$ cat src/hdl/brl_pkg.sv
// Package for the banded line rasterizer.
// Holds shared constants, codes and the types passed between its modules.
// No dependencies.
package brl_pkg;

    localparam int DEF_COORD_BITS = 10;
    localparam int OFFSET_BITS    = 10;
    localparam int ROW_W_BITS     = 10;
    localparam int BAND_BITS      = 11;
    localparam int COLOR_BITS     = 16;
    localparam int INDEX_BITS     = 16;
    localparam int FRAC_BITS      = 16;
    localparam int ACC_BITS       = 32;
    localparam int QUO_BITS       = 17;
    localparam int DIV_CNT_BITS   = 5;
    localparam int ADDR_BITS      = 5;
    localparam int DATA_BITS      = 32;

    localparam logic [ACC_BITS-1:0]   ROUND_HALF = 32'h0000_8000;

    localparam logic [ROW_W_BITS-1:0]  RST_ROW_WIDTH  = 10'd320;
    localparam logic [BAND_BITS-1:0]   RST_BAND_FIRST = 11'd0;
    localparam logic [BAND_BITS-1:0]   RST_BAND_LAST  = 11'd15;
    localparam logic [OFFSET_BITS-1:0] RST_OFFSET_X   = 10'd0;
    localparam logic [OFFSET_BITS-1:0] RST_OFFSET_Y   = 10'd0;

    typedef enum logic {
        OP_START = 1'b0,
        OP_STEP  = 1'b1
    } op_t;

    typedef enum logic [2:0] {
        REG_ROW_WIDTH  = 3'd0,
        REG_BAND_FIRST = 3'd1,
        REG_BAND_LAST  = 3'd2,
        REG_OFFSET_X   = 3'd3,
        REG_OFFSET_Y   = 3'd4
    } reg_idx_t;

    typedef enum logic {
        ST_IDLE   = 1'b0,
        ST_DIVIDE = 1'b1
    } state_t;

    typedef struct packed {
        logic [ROW_W_BITS-1:0]  row_width;
        logic [BAND_BITS-1:0]   band_first;
        logic [BAND_BITS-1:0]   band_last;
        logic [OFFSET_BITS-1:0] offset_x;
        logic [OFFSET_BITS-1:0] offset_y;
    } cfg_t;

    typedef struct packed {
        logic start;     // load a new line and prime the divider
        logic step;      // emit one pixel of the current line
        logic div_step;  // one restoring division iteration
        logic div_last;  // final iteration, store the increment
    } ctrl_cmd_t;

    typedef struct packed {
        logic out_free;  // output register can take a result this cycle
        logic reject;    // presented start item misses the band
    } ctrl_status_t;

endpackage

$ cat src/hdl/brl_cfg.sv
// Configuration register file with an APB-style write/read port.
// Depends on brl_pkg.
module brl_cfg
(
    input  logic                            clk,
    input  logic                            rst_n,
    input  logic                            psel,
    input  logic                            penable,
    input  logic                            pwrite,
    input  logic [brl_pkg::ADDR_BITS-1:0]   paddr,
    input  logic [brl_pkg::DATA_BITS-1:0]   pwdata,
    output logic [brl_pkg::DATA_BITS-1:0]   prdata,
    output logic                            pready,
    output brl_pkg::cfg_t                   cfg
);

    brl_pkg::cfg_t    cfg_reg;
    brl_pkg::cfg_t    cfg_next;
    brl_pkg::reg_idx_t idx;
    logic             wr_en;

    assign idx   = brl_pkg::reg_idx_t'(paddr[brl_pkg::ADDR_BITS-1:2]);
    assign wr_en = psel && penable && pwrite && pready;
    assign pready = 1'b1;
    assign cfg   = cfg_reg;

    always_comb
    begin
        cfg_next = cfg_reg;
        if (wr_en)
        begin
            unique case (idx)
                brl_pkg::REG_ROW_WIDTH:
                    cfg_next.row_width  = pwdata[brl_pkg::ROW_W_BITS-1:0];
                brl_pkg::REG_BAND_FIRST:
                    cfg_next.band_first = pwdata[brl_pkg::BAND_BITS-1:0];
                brl_pkg::REG_BAND_LAST:
                    cfg_next.band_last  = pwdata[brl_pkg::BAND_BITS-1:0];
                brl_pkg::REG_OFFSET_X:
                    cfg_next.offset_x   = pwdata[brl_pkg::OFFSET_BITS-1:0];
                brl_pkg::REG_OFFSET_Y:
                    cfg_next.offset_y   = pwdata[brl_pkg::OFFSET_BITS-1:0];
                default:
                    cfg_next = cfg_reg;
            endcase
        end
    end

    always_comb
    begin
        unique case (idx)
            brl_pkg::REG_ROW_WIDTH:  prdata = brl_pkg::DATA_BITS'(cfg_reg.row_width);
            brl_pkg::REG_BAND_FIRST: prdata = brl_pkg::DATA_BITS'(cfg_reg.band_first);
            brl_pkg::REG_BAND_LAST:  prdata = brl_pkg::DATA_BITS'(cfg_reg.band_last);
            brl_pkg::REG_OFFSET_X:   prdata = brl_pkg::DATA_BITS'(cfg_reg.offset_x);
            brl_pkg::REG_OFFSET_Y:   prdata = brl_pkg::DATA_BITS'(cfg_reg.offset_y);
            default:                 prdata = '0;
        endcase
    end

    always_ff @(posedge clk or negedge rst_n)
    begin
        if (!rst_n)
        begin
            cfg_reg.row_width  <= brl_pkg::RST_ROW_WIDTH;
            cfg_reg.band_first <= brl_pkg::RST_BAND_FIRST;
            cfg_reg.band_last  <= brl_pkg::RST_BAND_LAST;
            cfg_reg.offset_x   <= brl_pkg::RST_OFFSET_X;
            cfg_reg.offset_y   <= brl_pkg::RST_OFFSET_Y;
        end
        else
        begin
            cfg_reg <= cfg_next;
        end
    end

endmodule

$ cat src/hdl/brl_ctrl.sv
// Controller: accepts items, sequences the per-line division.
// Depends on brl_pkg.
module brl_ctrl
(
    input  logic                  clk,
    input  logic                  rst_n,
    input  logic                  in_valid,
    input  logic                  in_op,
    output logic                  in_ready,
    input  brl_pkg::ctrl_status_t status,
    output brl_pkg::ctrl_cmd_t    cmd
);

    brl_pkg::state_t                  state_reg;
    brl_pkg::state_t                  state_next;
    logic [brl_pkg::DIV_CNT_BITS-1:0] cnt_reg;
    logic [brl_pkg::DIV_CNT_BITS-1:0] cnt_next;
    logic                             accept;
    logic                             start_go;

    assign accept   = in_valid && in_ready;
    assign start_go = accept && (brl_pkg::op_t'(in_op) == brl_pkg::OP_START)
                      && !status.reject;

    always_comb
    begin
        state_next = state_reg;
        unique case (state_reg)
            brl_pkg::ST_IDLE:
            begin
                if (start_go)
                    state_next = brl_pkg::ST_DIVIDE;
            end
            brl_pkg::ST_DIVIDE:
            begin
                if (cnt_reg == '0)
                    state_next = brl_pkg::ST_IDLE;
            end
            default:
                state_next = brl_pkg::ST_IDLE;
        endcase
    end

    always_comb
    begin
        in_ready     = 1'b0;
        cmd.start    = 1'b0;
        cmd.step     = 1'b0;
        cmd.div_step = 1'b0;
        cmd.div_last = 1'b0;
        unique case (state_reg)
            brl_pkg::ST_IDLE:
            begin
                in_ready  = status.out_free;
                cmd.start = accept && (brl_pkg::op_t'(in_op) == brl_pkg::OP_START);
                cmd.step  = accept && (brl_pkg::op_t'(in_op) == brl_pkg::OP_STEP);
            end
            brl_pkg::ST_DIVIDE:
            begin
                cmd.div_step = 1'b1;
                cmd.div_last = (cnt_reg == '0);
            end
            default:
                in_ready = 1'b0;
        endcase
    end

    always_comb
    begin
        cnt_next = cnt_reg;
        if (start_go)
            cnt_next = brl_pkg::DIV_CNT_BITS'(brl_pkg::QUO_BITS - 1);
        else if (state_reg == brl_pkg::ST_DIVIDE && cnt_reg != '0)
            cnt_next = cnt_reg - 1'b1;
    end

    always_ff @(posedge clk or negedge rst_n)
    begin
        if (!rst_n)
        begin
            state_reg <= brl_pkg::ST_IDLE;
            cnt_reg   <= '0;
        end
        else
        begin
            state_reg <= state_next;
            cnt_reg   <= cnt_next;
        end
    end

endmodule

$ cat src/hdl/brl_datapath.sv
// Datapath: endpoint setup, restoring divider, line stepper, output register.
// Depends on brl_pkg; driven by brl_ctrl commands.
module brl_datapath
#(
    parameter int COORD_BITS = brl_pkg::DEF_COORD_BITS,
    parameter int POS_BITS   = brl_pkg::DEF_COORD_BITS + 1
)
(
    input  logic                             clk,
    input  logic                             rst_n,
    input  brl_pkg::cfg_t                    cfg,
    input  brl_pkg::ctrl_cmd_t               cmd,
    output brl_pkg::ctrl_status_t            status,
    input  logic [COORD_BITS-1:0]            x_start,
    input  logic [COORD_BITS-1:0]            y_start,
    input  logic [COORD_BITS-1:0]            x_end,
    input  logic [COORD_BITS-1:0]            y_end,
    input  logic [brl_pkg::COLOR_BITS-1:0]   line_color,
    input  logic                             out_ready,
    output logic                             out_valid,
    output logic                             write_valid,
    output logic [brl_pkg::INDEX_BITS-1:0]   pixel_index,
    output logic [brl_pkg::COLOR_BITS-1:0]   pixel_color,
    output logic                             line_done
);

    localparam int IW = brl_pkg::INDEX_BITS;
    localparam int AW = brl_pkg::ACC_BITS;
    localparam int QW = brl_pkg::QUO_BITS;

    // line state
    logic                             active_reg,  active_next;
    logic                             major_y_reg, major_y_next;
    logic                             desc_reg,    desc_next;
    logic [POS_BITS-1:0]              pos_reg,     pos_next;
    logic [POS_BITS-1:0]              end_reg,     end_next;
    logic [AW-1:0]                    acc_reg,     acc_next;
    logic [AW-1:0]                    inc_reg,     inc_next;
    logic [brl_pkg::COLOR_BITS-1:0]   color_reg,   color_next;

    // divider
    logic [POS_BITS:0]                rem_reg,     rem_next;
    logic [POS_BITS-1:0]              den_reg,     den_next;
    logic [QW-1:0]                    quo_reg,     quo_next;
    logic                             neg_reg,     neg_next;
    logic                             dzero_reg,   dzero_next;

    // output register
    logic                             ovalid_reg,  ovalid_next;
    logic                             owr_reg,     owr_next;
    logic [IW-1:0]                    oidx_reg,    oidx_next;
    logic [brl_pkg::COLOR_BITS-1:0]   ocol_reg,    ocol_next;
    logic                             odone_reg,   odone_next;

    // setup
    logic [POS_BITS-1:0] xa_raw, ya_raw, xb_raw, yb_raw;
    logic [POS_BITS-1:0] xa, ya, xb, yb;
    logic [POS_BITS-1:0] band_first_p, band_last_p;
    logic [POS_BITS:0]   dx, dx_negated;
    logic                dx_neg;
    logic [POS_BITS-1:0] adx, dy;
    logic                major_y;
    logic                reject;
    logic [POS_BITS-1:0] minor_start;

    // divider step
    logic                div_ge;
    logic [POS_BITS:0]   div_sub;
    logic [QW-1:0]       quo_final;
    logic [AW-1:0]       quo_ext;

    // pixel
    logic [IW-1:0]       minor16, pos16, row, col, band_first16, band_last16;
    logic [IW-1:0]       row_off, row_mul;
    logic                in_band;

    assign xa_raw = POS_BITS'(x_start) + POS_BITS'(cfg.offset_x);
    assign ya_raw = POS_BITS'(y_start) + POS_BITS'(cfg.offset_y);
    assign xb_raw = POS_BITS'(x_end)   + POS_BITS'(cfg.offset_x);
    assign yb_raw = POS_BITS'(y_end)   + POS_BITS'(cfg.offset_y);

    always_comb
    begin
        if (ya_raw > yb_raw)
        begin
            xa = xb_raw; ya = yb_raw; xb = xa_raw; yb = ya_raw;
        end
        else
        begin
            xa = xa_raw; ya = ya_raw; xb = xb_raw; yb = yb_raw;
        end
    end

    assign band_first_p = POS_BITS'(cfg.band_first);
    assign band_last_p  = POS_BITS'(cfg.band_last);
    assign reject       = !((yb >= band_first_p) && (ya <= band_last_p));

    assign dy         = yb - ya;
    assign dx         = {1'b0, xb} - {1'b0, xa};
    assign dx_neg     = dx[POS_BITS];
    assign dx_negated = -dx;
    assign adx        = dx_neg ? dx_negated[POS_BITS-1:0] : dx[POS_BITS-1:0];
    assign major_y    = dy > adx;
    assign minor_start = major_y ? xa : ya;

    assign status.reject   = reject;
    assign status.out_free = !ovalid_reg || out_ready;

    // one restoring step: quotient bit, then shift remainder
    assign div_ge    = rem_reg >= {1'b0, den_reg};
    assign div_sub   = div_ge ? (rem_reg - {1'b0, den_reg}) : rem_reg;
    assign quo_final = {quo_reg[QW-2:0], div_ge};
    assign quo_ext   = AW'(quo_final);

    assign minor16      = acc_reg[AW-1:brl_pkg::FRAC_BITS];
    assign pos16        = IW'(pos_reg);
    assign row          = major_y_reg ? pos16 : minor16;
    assign col          = major_y_reg ? minor16 : pos16;
    assign band_first16 = IW'(cfg.band_first);
    assign band_last16  = IW'(cfg.band_last);
    assign in_band      = (row >= band_first16) && (row <= band_last16);
    assign row_off      = row - band_first16;
    assign row_mul      = row_off * IW'(cfg.row_width);

    always_comb
    begin
        active_next  = active_reg;
        major_y_next = major_y_reg;
        desc_next    = desc_reg;
        pos_next     = pos_reg;
        end_next     = end_reg;
        acc_next     = acc_reg;
        inc_next     = inc_reg;
        color_next   = color_reg;
        rem_next     = rem_reg;
        den_next     = den_reg;
        quo_next     = quo_reg;
        neg_next     = neg_reg;
        dzero_next   = dzero_reg;
        ovalid_next  = ovalid_reg && !out_ready;
        owr_next     = owr_reg;
        oidx_next    = oidx_reg;
        ocol_next    = ocol_reg;
        odone_next   = odone_reg;

        if (cmd.start)
        begin
            ovalid_next = 1'b1;
            owr_next    = 1'b0;
            oidx_next   = '0;
            ocol_next   = '0;
            odone_next  = reject;
            if (reject)
            begin
                active_next = 1'b0;
            end
            else
            begin
                active_next  = 1'b1;
                major_y_next = major_y;
                desc_next    = !major_y && dx_neg;
                pos_next     = major_y ? ya : xa;
                end_next     = major_y ? yb : xb;
                acc_next     = (AW'(minor_start) << brl_pkg::FRAC_BITS)
                               | brl_pkg::ROUND_HALF;
                color_next   = line_color;
                rem_next     = {1'b0, (major_y ? adx : dy)};
                den_next     = major_y ? dy : adx;
                quo_next     = '0;
                neg_next     = major_y && dx_neg;
                dzero_next   = (major_y ? dy : adx) == '0;
            end
        end
        else if (cmd.step)
        begin
            ovalid_next = 1'b1;
            owr_next    = 1'b0;
            oidx_next   = '0;
            ocol_next   = '0;
            odone_next  = 1'b1;
            if (active_reg)
            begin
                if (in_band)
                begin
                    owr_next  = 1'b1;
                    oidx_next = row_mul + col;
                    ocol_next = color_reg;
                end
                if (pos_reg == end_reg)
                begin
                    active_next = 1'b0;
                end
                else
                begin
                    odone_next = 1'b0;
                    pos_next   = desc_reg ? pos_reg - 1'b1 : pos_reg + 1'b1;
                    acc_next   = acc_reg + inc_reg;
                end
            end
        end

        if (cmd.div_step)
        begin
            rem_next = {div_sub[POS_BITS-1:0], 1'b0};
            quo_next = quo_final;
            if (cmd.div_last)
            begin
                if (dzero_reg)
                    inc_next = '0;
                else if (neg_reg)
                    inc_next = -quo_ext;
                else
                    inc_next = quo_ext;
            end
        end
    end

    always_ff @(posedge clk or negedge rst_n)
    begin
        if (!rst_n)
        begin
            active_reg <= 1'b0;
            ovalid_reg <= 1'b0;
        end
        else
        begin
            active_reg <= active_next;
            ovalid_reg <= ovalid_next;
        end
    end

    always_ff @(posedge clk)
    begin
        major_y_reg <= major_y_next;
        desc_reg    <= desc_next;
        pos_reg     <= pos_next;
        end_reg     <= end_next;
        acc_reg     <= acc_next;
        inc_reg     <= inc_next;
        color_reg   <= color_next;
        rem_reg     <= rem_next;
        den_reg     <= den_next;
        quo_reg     <= quo_next;
        neg_reg     <= neg_next;
        dzero_reg   <= dzero_next;
        owr_reg     <= owr_next;
        oidx_reg    <= oidx_next;
        ocol_reg    <= ocol_next;
        odone_reg   <= odone_next;
    end

    assign out_valid   = ovalid_reg;
    assign write_valid = owr_reg;
    assign pixel_index = oidx_reg;
    assign pixel_color = ocol_reg;
    assign line_done   = odone_reg;

endmodule

$ cat src/hdl/banded_line_rasterizer.sv
// Banded line rasterizer top level: stream ports, APB config, ctrl + datapath.
// Every item gives its result in the output register in the cycle after accept.
// Throughput: step items one per cycle while the output is not stalled; a start item
// that is not rejected then holds off the input for the bit-per-cycle restoring divider.
// Reset (rst_n, async, low): no line active, output empty, registers at defaults.
module banded_line_rasterizer
#(
    parameter int COORD_BITS = brl_pkg::DEF_COORD_BITS
)
(
    input  logic                            clk,
    input  logic                            rst_n,
    input  logic                            s_axis_tvalid,
    output logic                            s_axis_tready,
    // x_start, y_start, x_end, y_end, line_color (zero padded to bytes)
    input  logic [((4*COORD_BITS+brl_pkg::COLOR_BITS+7)/8)*8-1:0] s_axis_tdata,
    // operation
    input  logic                            s_axis_tuser,
    output logic                            m_axis_tvalid,
    input  logic                            m_axis_tready,
    // pixel_index, pixel_color
    output logic [brl_pkg::INDEX_BITS+brl_pkg::COLOR_BITS-1:0] m_axis_tdata,
    // write_valid
    output logic                            m_axis_tuser,
    // line_done
    output logic                            m_axis_tlast,
    input  logic                            psel,
    input  logic                            penable,
    input  logic                            pwrite,
    input  logic [brl_pkg::ADDR_BITS-1:0]   paddr,
    input  logic [brl_pkg::DATA_BITS-1:0]   pwdata,
    output logic [brl_pkg::DATA_BITS-1:0]   prdata,
    output logic                            pready
);

    localparam int POS_BITS = ((COORD_BITS > brl_pkg::OFFSET_BITS) ?
                               COORD_BITS : brl_pkg::OFFSET_BITS) + 1;
    localparam int CB = COORD_BITS;

    brl_pkg::cfg_t         cfg;
    brl_pkg::ctrl_cmd_t    cmd;
    brl_pkg::ctrl_status_t status;
    logic [brl_pkg::INDEX_BITS-1:0] pixel_index;
    logic [brl_pkg::COLOR_BITS-1:0] pixel_color;

    brl_cfg u_cfg
    (
        .clk     (clk),
        .rst_n   (rst_n),
        .psel    (psel),
        .penable (penable),
        .pwrite  (pwrite),
        .paddr   (paddr),
        .pwdata  (pwdata),
        .prdata  (prdata),
        .pready  (pready),
        .cfg     (cfg)
    );

    brl_ctrl u_ctrl
    (
        .clk      (clk),
        .rst_n    (rst_n),
        .in_valid (s_axis_tvalid),
        .in_op    (s_axis_tuser),
        .in_ready (s_axis_tready),
        .status   (status),
        .cmd      (cmd)
    );

    brl_datapath
    #(
        .COORD_BITS (COORD_BITS),
        .POS_BITS   (POS_BITS)
    )
    u_dp
    (
        .clk         (clk),
        .rst_n       (rst_n),
        .cfg         (cfg),
        .cmd         (cmd),
        .status      (status),
        .x_start     (s_axis_tdata[CB-1:0]),
        .y_start     (s_axis_tdata[2*CB-1:CB]),
        .x_end       (s_axis_tdata[3*CB-1:2*CB]),
        .y_end       (s_axis_tdata[4*CB-1:3*CB]),
        .line_color  (s_axis_tdata[4*CB+brl_pkg::COLOR_BITS-1:4*CB]),
        .out_ready   (m_axis_tready),
        .out_valid   (m_axis_tvalid),
        .write_valid (m_axis_tuser),
        .pixel_index (pixel_index),
        .pixel_color (pixel_color),
        .line_done   (m_axis_tlast)
    );

    assign m_axis_tdata = {pixel_color, pixel_index};

endmodule

$ cat config.mk
export PLATFORM = sky130hd
export DESIGN_NAME = banded_line_rasterizer
export DESIGN_NICKNAME = d
export VERILOG_FILES = /design/src/hdl/brl_pkg.sv /design/src/hdl/brl_cfg.sv /design/src/hdl/brl_ctrl.sv /design/src/hdl/brl_datapath.sv /design/src/hdl/banded_line_rasterizer.sv
export SDC_FILE = /design/constraint.sdc
export NUM_CORES = 1
export LEC_CHECK = 0
export BUFFER_PORTS_ARGS = -buffer_cell sky130_fd_sc_hd__buf_4
export CELL_PAD_IN_SITES_DETAIL_PLACEMENT = 1
export CELL_PAD_IN_SITES_GLOBAL_PLACEMENT = 1
export CORE_MARGIN = 5
export CORE_UTILIZATION = 31
export CTS_CLUSTER_SIZE = 12
export DETAILED_ROUTE_END_ITERATION = 10
export PLACE_DENSITY_LB_ADDON = 0.08
export SLEW_MARGIN = 20
export SYNTH_ARGS = -nofsm -noshare
export SYNTH_HDL_FRONTEND = slang
export SYNTH_SLANG_ARGS = --single-unit
$ cat constraint.sdc
create_clock -name clk -period 9.22 [get_ports clk]
set_input_delay 0.461 -clock clk [delete_from_list [all_inputs] [get_ports clk]]
set_output_delay 0.461 -clock clk [all_outputs]
set_load 0.02 [all_outputs]
==> results_dict.tcl, run 1 <==
set metrics [dict create \
    status "completed" \
    crit_buf_inv 4 \
    netlist_instances 2336 \
    drv_slew 0 \
    path_max_fanout 22 \
    start_util 0.311 \
    place.gp.congestion 0.862 \
    wl_um 73800 \
    core_mm2 0.0698 \
    dp_hpwl_um 59400 \
    multi_input_area_mm2 0.0141 \
    synth_cell_types 90 \
    numPortBuffers 124 \
    fin_area_mm2 0.0251 \
    critPathArrivalTime_ps 8930 \
    largest_reg_flops 52 \
    crit_slowest_cell "or4_4" \
    setup_viol 0 \
    area_growth_pct 15.5 \
    synth.area.top_cells "edfxtp_1 (20%), ha_1 (12%), fa_1 (8.6%), dfrtp_1 (6.2%), nand2_1 (4.3%)" \
    grt_max_degree 55 \
    clkTransAtPathRegs_ps 60 \
    synth_seq_area_share 0.301 \
    critical_path.max_stage_delay_ps 560 \
    final_nets 2873 \
    finClkSkew_ps 34.7 \
    finalCritPeriodShare 0.938 \
    dpl_cell_area_mm2 0.0240 \
    diodes 0 \
    final_util 0.360 \
    period_minus_slack_ps 8650 \
    clockBufferDepth 3 \
    synth-edff-count 145 \
    grt_pass1_wl_um 113000 \
    die_h_um 275 \
    avgSynthCellArea_um2 9.30 \
    cts_tree "yes" \
    cp_top_family "compound AO/OA/AOI/OAI gates" \
    clk_latency_ps 590 \
    hp-class "input pin to flip-flop" \
    yosysTopAreaCell "edfxtp_1" \
    final-seq-area_mm2 0.00655 \
    numCtsBuffers 31 \
    track_usage 0.191 \
    ioPinCount 170 \
    worst_slew_pin_slew_ps 1110 \
    syn_area_mm2 0.0217 \
    via_count 17700 \
    grt-ovfl-total 0 \
    synth_seq_cells 239 \
    remaining_drc_errors 0 \
    max_clock_freq_mhz 116 \
    ys_async_sr_fraction 0.251 \
    fp.dieW_um 275 \
    fillers 8012 \
    slew_headroom 0.255 \
    maxCapViolations 0 \
    finalSetupTns_ps 0 \
    detail-route-antenna-nets 0 \
    endpoint_kind "flip-flop" \
    synth_flop_cell "edfxtp_1" \
    wl_per_cell_um 21.5 \
    netlist.area_leader.share 0.200 \
    crit_type "flip-flop to flip-flop" \
    grt_pass1_vias 18600 \
    drive_gt1_frac 0.147 \
    cts.sinks 239 \
    cp.required_ps 9500 \
    drtPass1Iterations 5 \
    finalHoldViolCount 0 \
    htreeDepth 1 \
    ys_warn_count 0 \
    vias_per_cell 5.16 \
    rows 97 \
    cts-root-buf "clkbuf_16" \
    critPathLaunchType "flip-flop" \
    cpMostUsedCell "ha_1" \
    drt_iter0_drc 761 \
    antenna_found_initial 1 \
    die_area_mm2 0.0755 \
]
cell families after synthesis:
family                     count (synthesis)  share of synthesized area
AOI/OAI and AO/OA                        523                      0.158
xor gates and xnor gates                 161                     0.0662
adders and majority gates                299                      0.204
buffers and inverters                    312                     0.0589
DFF                                      239                      0.301
muxes                                    119                     0.0605
other                                      2                   0.000346
and+or+nand+nor                          681                      0.150
repair_timing:
action	CTS	global route
resized for setup	0	21
buffers inserted	0	0
hold endpoints to repair	8	0
setup endpoints to repair	0	56
hold buffers	1	0
path summary, 6_finish.rpt:
path,startpoint,endpoint,slack [ps],depth (start not counted)
min,s_axis_tdata[45],u_dp.color_reg[5],50,1
max reg2reg,u_cfg.cfg[0],u_dp.pos_reg[4],570,36
min in group asynchronous,rst_n,u_ctrl.cnt_reg[0],280,2
max in group asynchronous,rst_n,u_cfg.cfg[0],7910,3
max,u_cfg.cfg[0],u_dp.pos_reg[4],570,36
min reg2reg,u_dp.pixel_index[8],u_dp.pixel_index[8],450,2
cell usage in the layout, fill, tap and decap left out, types with 26 or more instances in the layout:
master and count:
a21o_1 35, a31oi_1 31, fa_1 92, dfxtp_1 34
nand3_1 38, nand2_1 247, mux2_2 59, xnor2_1 91
a21oi_1 117, nor2_1 141, nor2b_1 34, ha_1 206
clkbuf_16 31, nor3_1 30, xor2_1 67, and2_1 66
edfxtp_1 145, dfrtp_1 53, buf_4 190, o21ai_0 118
inv_1 196, nand4_1 26, mux2i_1 49
metrics by stage:
stage	setup WS, ps	instances	hold slack [ps]
floorplan	63.0	2356	165
global placement	316	3379	326
detailed placement	193	3379	328
CTS	191	3437	14.9
global route	-0.0160	3437	12.0
finish	568	3437	53.5
cells in the mapped netlist, types with 35 or more instances:
cell type,count
mux2_2,59
nand3_1,39
clkbuf_1,68
xor2_1,68
dfrtp_1,54
fa_1,93
and2_1,67
nand2_1,250
edfxtp_1,145
a21oi_1,123
mux2i_1,50
xnor2_1,91
inv_1,196
a21o_1,35
ha_1,206
nor2_1,142
o21ai_0,120
routing by layer:
| metal | track usage | share of wire | up-vias |
|---|---|---|---|
| met4 | 0.0350 | 0.018 | 0 |
| met5 | 0 | 0 | - |
| li1 | - | - | 8510 |
| met3 | 0.0174 | 0.026 | 67 |
| met2 | 0.333 | 0.49 | 212 |
| met1 | 0.263 | 0.47 | 8960 |
area by class of cell:
class / instances / share of cell area
Clock buffer: 48 / 0.0366
Clock inverter: 9 / 0.00389
Inverter: 200 / 0.0301
Multi-Input combinational cell: 1805 / 0.561
Sequential cell: 239 / 0.261
Tap cell: 940 / 0.0468
Timing Repair Buffer: 196 / 0.0605
Power of run 1 is not shown: default switching activity piles up to over one toggle a cycle in this logic, so the estimate is an artifact.
==> run 2: changes to the inputs <==
--- a/config.mk
+++ b/config.mk
@@ -5,6 +5,7 @@
 export SDC_FILE = /design/constraint.sdc
 export NUM_CORES = 1
 export LEC_CHECK = 0
+export ABC_AREA = 1
 export BUFFER_PORTS_ARGS = -buffer_cell sky130_fd_sc_hd__buf_4
 export CELL_PAD_IN_SITES_DETAIL_PLACEMENT = 1
 export CELL_PAD_IN_SITES_GLOBAL_PLACEMENT = 1
==> results_dict.tcl, run 2 <==
set metrics [dict create \
    status "complete, but fails checks" \
    violations "negative hold slack" \
    worst_slew_pin_slew_ps 933 \
    wl_per_cell_um 19.3 \
    ff2ff_setup_slack_ps 790 \
    detail-route-antenna-nets 0 \
    ys_warn_count 0 \
    ioPinCount 170 \
    clk_latency_ps 610 \
    cts_tree "yes" \
    synth_seq_area_share 0.308 \
    stdcell_count 3731 \
    rows 96 \
    pre_cts_ws_ps 799 \
    final_nets 3224 \
    cp.required_ps 9560 \
    synth_xor_area_frac 0.0445 \
    drt_iter0_drc 840 \
    largest_reg_flops 52 \
    die_h_um 272 \
    cts.sinks 239 \
    synth-compound-area-share 0.151 \
    drtPass1Iterations 5 \
    clockBufferDepth 3 \
    place.gp.congestion 0.855 \
    via_count 18500 \
    hp-class "input pin to async pin" \
    synth.most_common_cell "nand2_1" \
    finalHoldViolCount 7 \
    final_cell_mix "nand2_1 (599), inv_1 (436), o21ai_0 (221), ha_1 (206), a21oi_1 (183)" \
    grt_max_degree 69 \
    fillers 8265 \
    netlist_instances 2700 \
    fp.dieW_um 272 \
    netlist.area_leader.share 0.205 \
    crit_slowest_cell "o21ai_0" \
    synth_top_family_by_area "adder cells" \
    grt_pass1_wl_um 113000 \
    grt-ovfl-total 0 \
    drv_slew 0 \
    antenna_found_initial 0 \
    finClkSkew_ps 35.9 \
    critPathLaunchType "flip-flop" \
    htreeDepth 1 \
    final-seq-area_mm2 0.00654 \
    mostFrequentLayoutCell "nand2_1" \
    slew_headroom 0.375 \
    maxCapViolations 0 \
    path_max_fanout 68 \
    core_mm2 0.0682 \
    remaining_drc_errors 0 \
    critical_path.max_stage_delay_ps 580 \
    area_growth_pct 14.7 \
    synth-edff-count 145 \
    final_util 0.357 \
    die_area_mm2 0.0738 \
    multi_input_area_mm2 0.0126 \
    synth_cell_types 59 \
    fin_hold_ws_ps -13.8 \
    drive_gt1_frac 0.0853 \
    crit_type "flip-flop to flip-flop" \
    yosysTopAreaCell "edfxtp_1" \
    vias_per_cell 4.96 \
    placedCellCount 3657 \
    finalCritPeriodShare 0.915 \
    diodes 0 \
    syn_area_mm2 0.0212 \
    synth_flop_cell "edfxtp_1" \
    track_usage 0.193 \
    setup_viol 0 \
    finalSetupTns_ps 0 \
    rsz0062_at_grt "false" \
    max_clock_freq_mhz 119 \
    endpoint_kind "flip-flop" \
    clkTransAtPathRegs_ps 60 \
    synth_common_cells "nand2_1 (599), inv_1 (436), o21ai_0 (221)" \
    r2r_cells 40 \
    avgSynthCellArea_um2 7.86 \
    wl_um 72000 \
    numPortBuffers 124 \
    synth.area.top_cells "edfxtp_1 (21%), ha_1 (12%), nand2_1 (11%), fa_1 (8.8%), inv_1 (7.7%)" \
    dp_hpwl_um 58100 \
    muxShareOfSynthArea 0.000471 \
    critPathArrivalTime_ps 8780 \
    period_minus_slack_ps 8430 \
    synth_simple_gate_area_frac 0.184 \
    post_cts_resized 0 \
    synth_adder_area_share 0.209 \
    grt_pass1_vias 19600 \
    ys_async_sr_fraction 0.251 \
    fin_ws_ps 788 \
    start_util 0.311 \
    cts-root-buf "clkbuf_16" \
    synth_seq_cells 239 \
    numCtsBuffers 31 \
]
run 2: cell types whose count changed in the layout (fill, tap and decap cells not counted), moves of 34 or more:
cell	change
a21oi_1	+66
and2_1	-65
buf_4	-40
inv_1	+240
mux2_2	-59
mux2i_1	-48
nand2_1	+352
nand3_1	+48
nor2b_1	-34
o21ai_0	+103
xnor2_1	-57
run 2: cells by family (layout without fill, tap and decap cells):
kind of cell | after synthesis | count (layout)
AND/OR/NAND/NOR | 949 | 949
AO/OA/AOI/OAI | 561 | 561
buffers and inverters | 541 | 670
adder cells (fa/ha/maj) | 299 | 299
flip-flops | 239 | 239
XOR/XNOR | 108 | 108
other | 2 | 22
multiplexers | 1 | 1
run 2: final cells by class:
cell class	instances	area share
timing repair buffer	168	0.0545
inverter	444	0.0685
sequential	239	0.269
clock inverter	15	0.00688
tap	882	0.0453
multi-input combinational	1940	0.518
clock buffer	43	0.0380
run 2: through the flow:
step           hold slack (ps)  cell area [um2]
2_1_floorplan              165            21300
3_3_place_gp               439            23100
3_5_place_dp               443            23100
4_1_cts                   1.73            24400
5_1_grt                   44.9            24400
6_report                 -13.8            24400
run 2: routing by layer:
layer	global-route usage	wire length (um)
met5	0	0
met4	0.0367	1480
met3	0.0161	1610
met2	0.345	35300
met1	0.256	33600
run 2: worst paths after layout:
| check | from | endpoint |
|---|---|---|
| max | u_cfg.cfg[0] | u_dp.acc_reg[25] |
| min | rst_n | u_cfg.cfg[8] |
| max reg2reg | u_cfg.cfg[0] | u_dp.acc_reg[25] |
| min reg2reg | u_dp.color_reg[10] | u_dp.pixel_color[10] |
| max in group asynchronous | rst_n | u_ctrl.state_reg |
| min in group clk | m_axis_tready | u_dp.out_valid |
run 2: critical path, delay by kind of cell (launching register included):
family          cells  cell delay (ps)
simple gates       19             2670
fa+ha+maj           5             1920
flops               1              470
xor+xnor            2              420
buf+inv             9             1000
compound gates      5             1620
run 2: what timing repair did:
item / CTS / global route
hold buffers: 16 / 0
hold endpoints to repair: 16 / 0
setup buffers: 0 / 0
Power of run 2 is left out for the same reason.
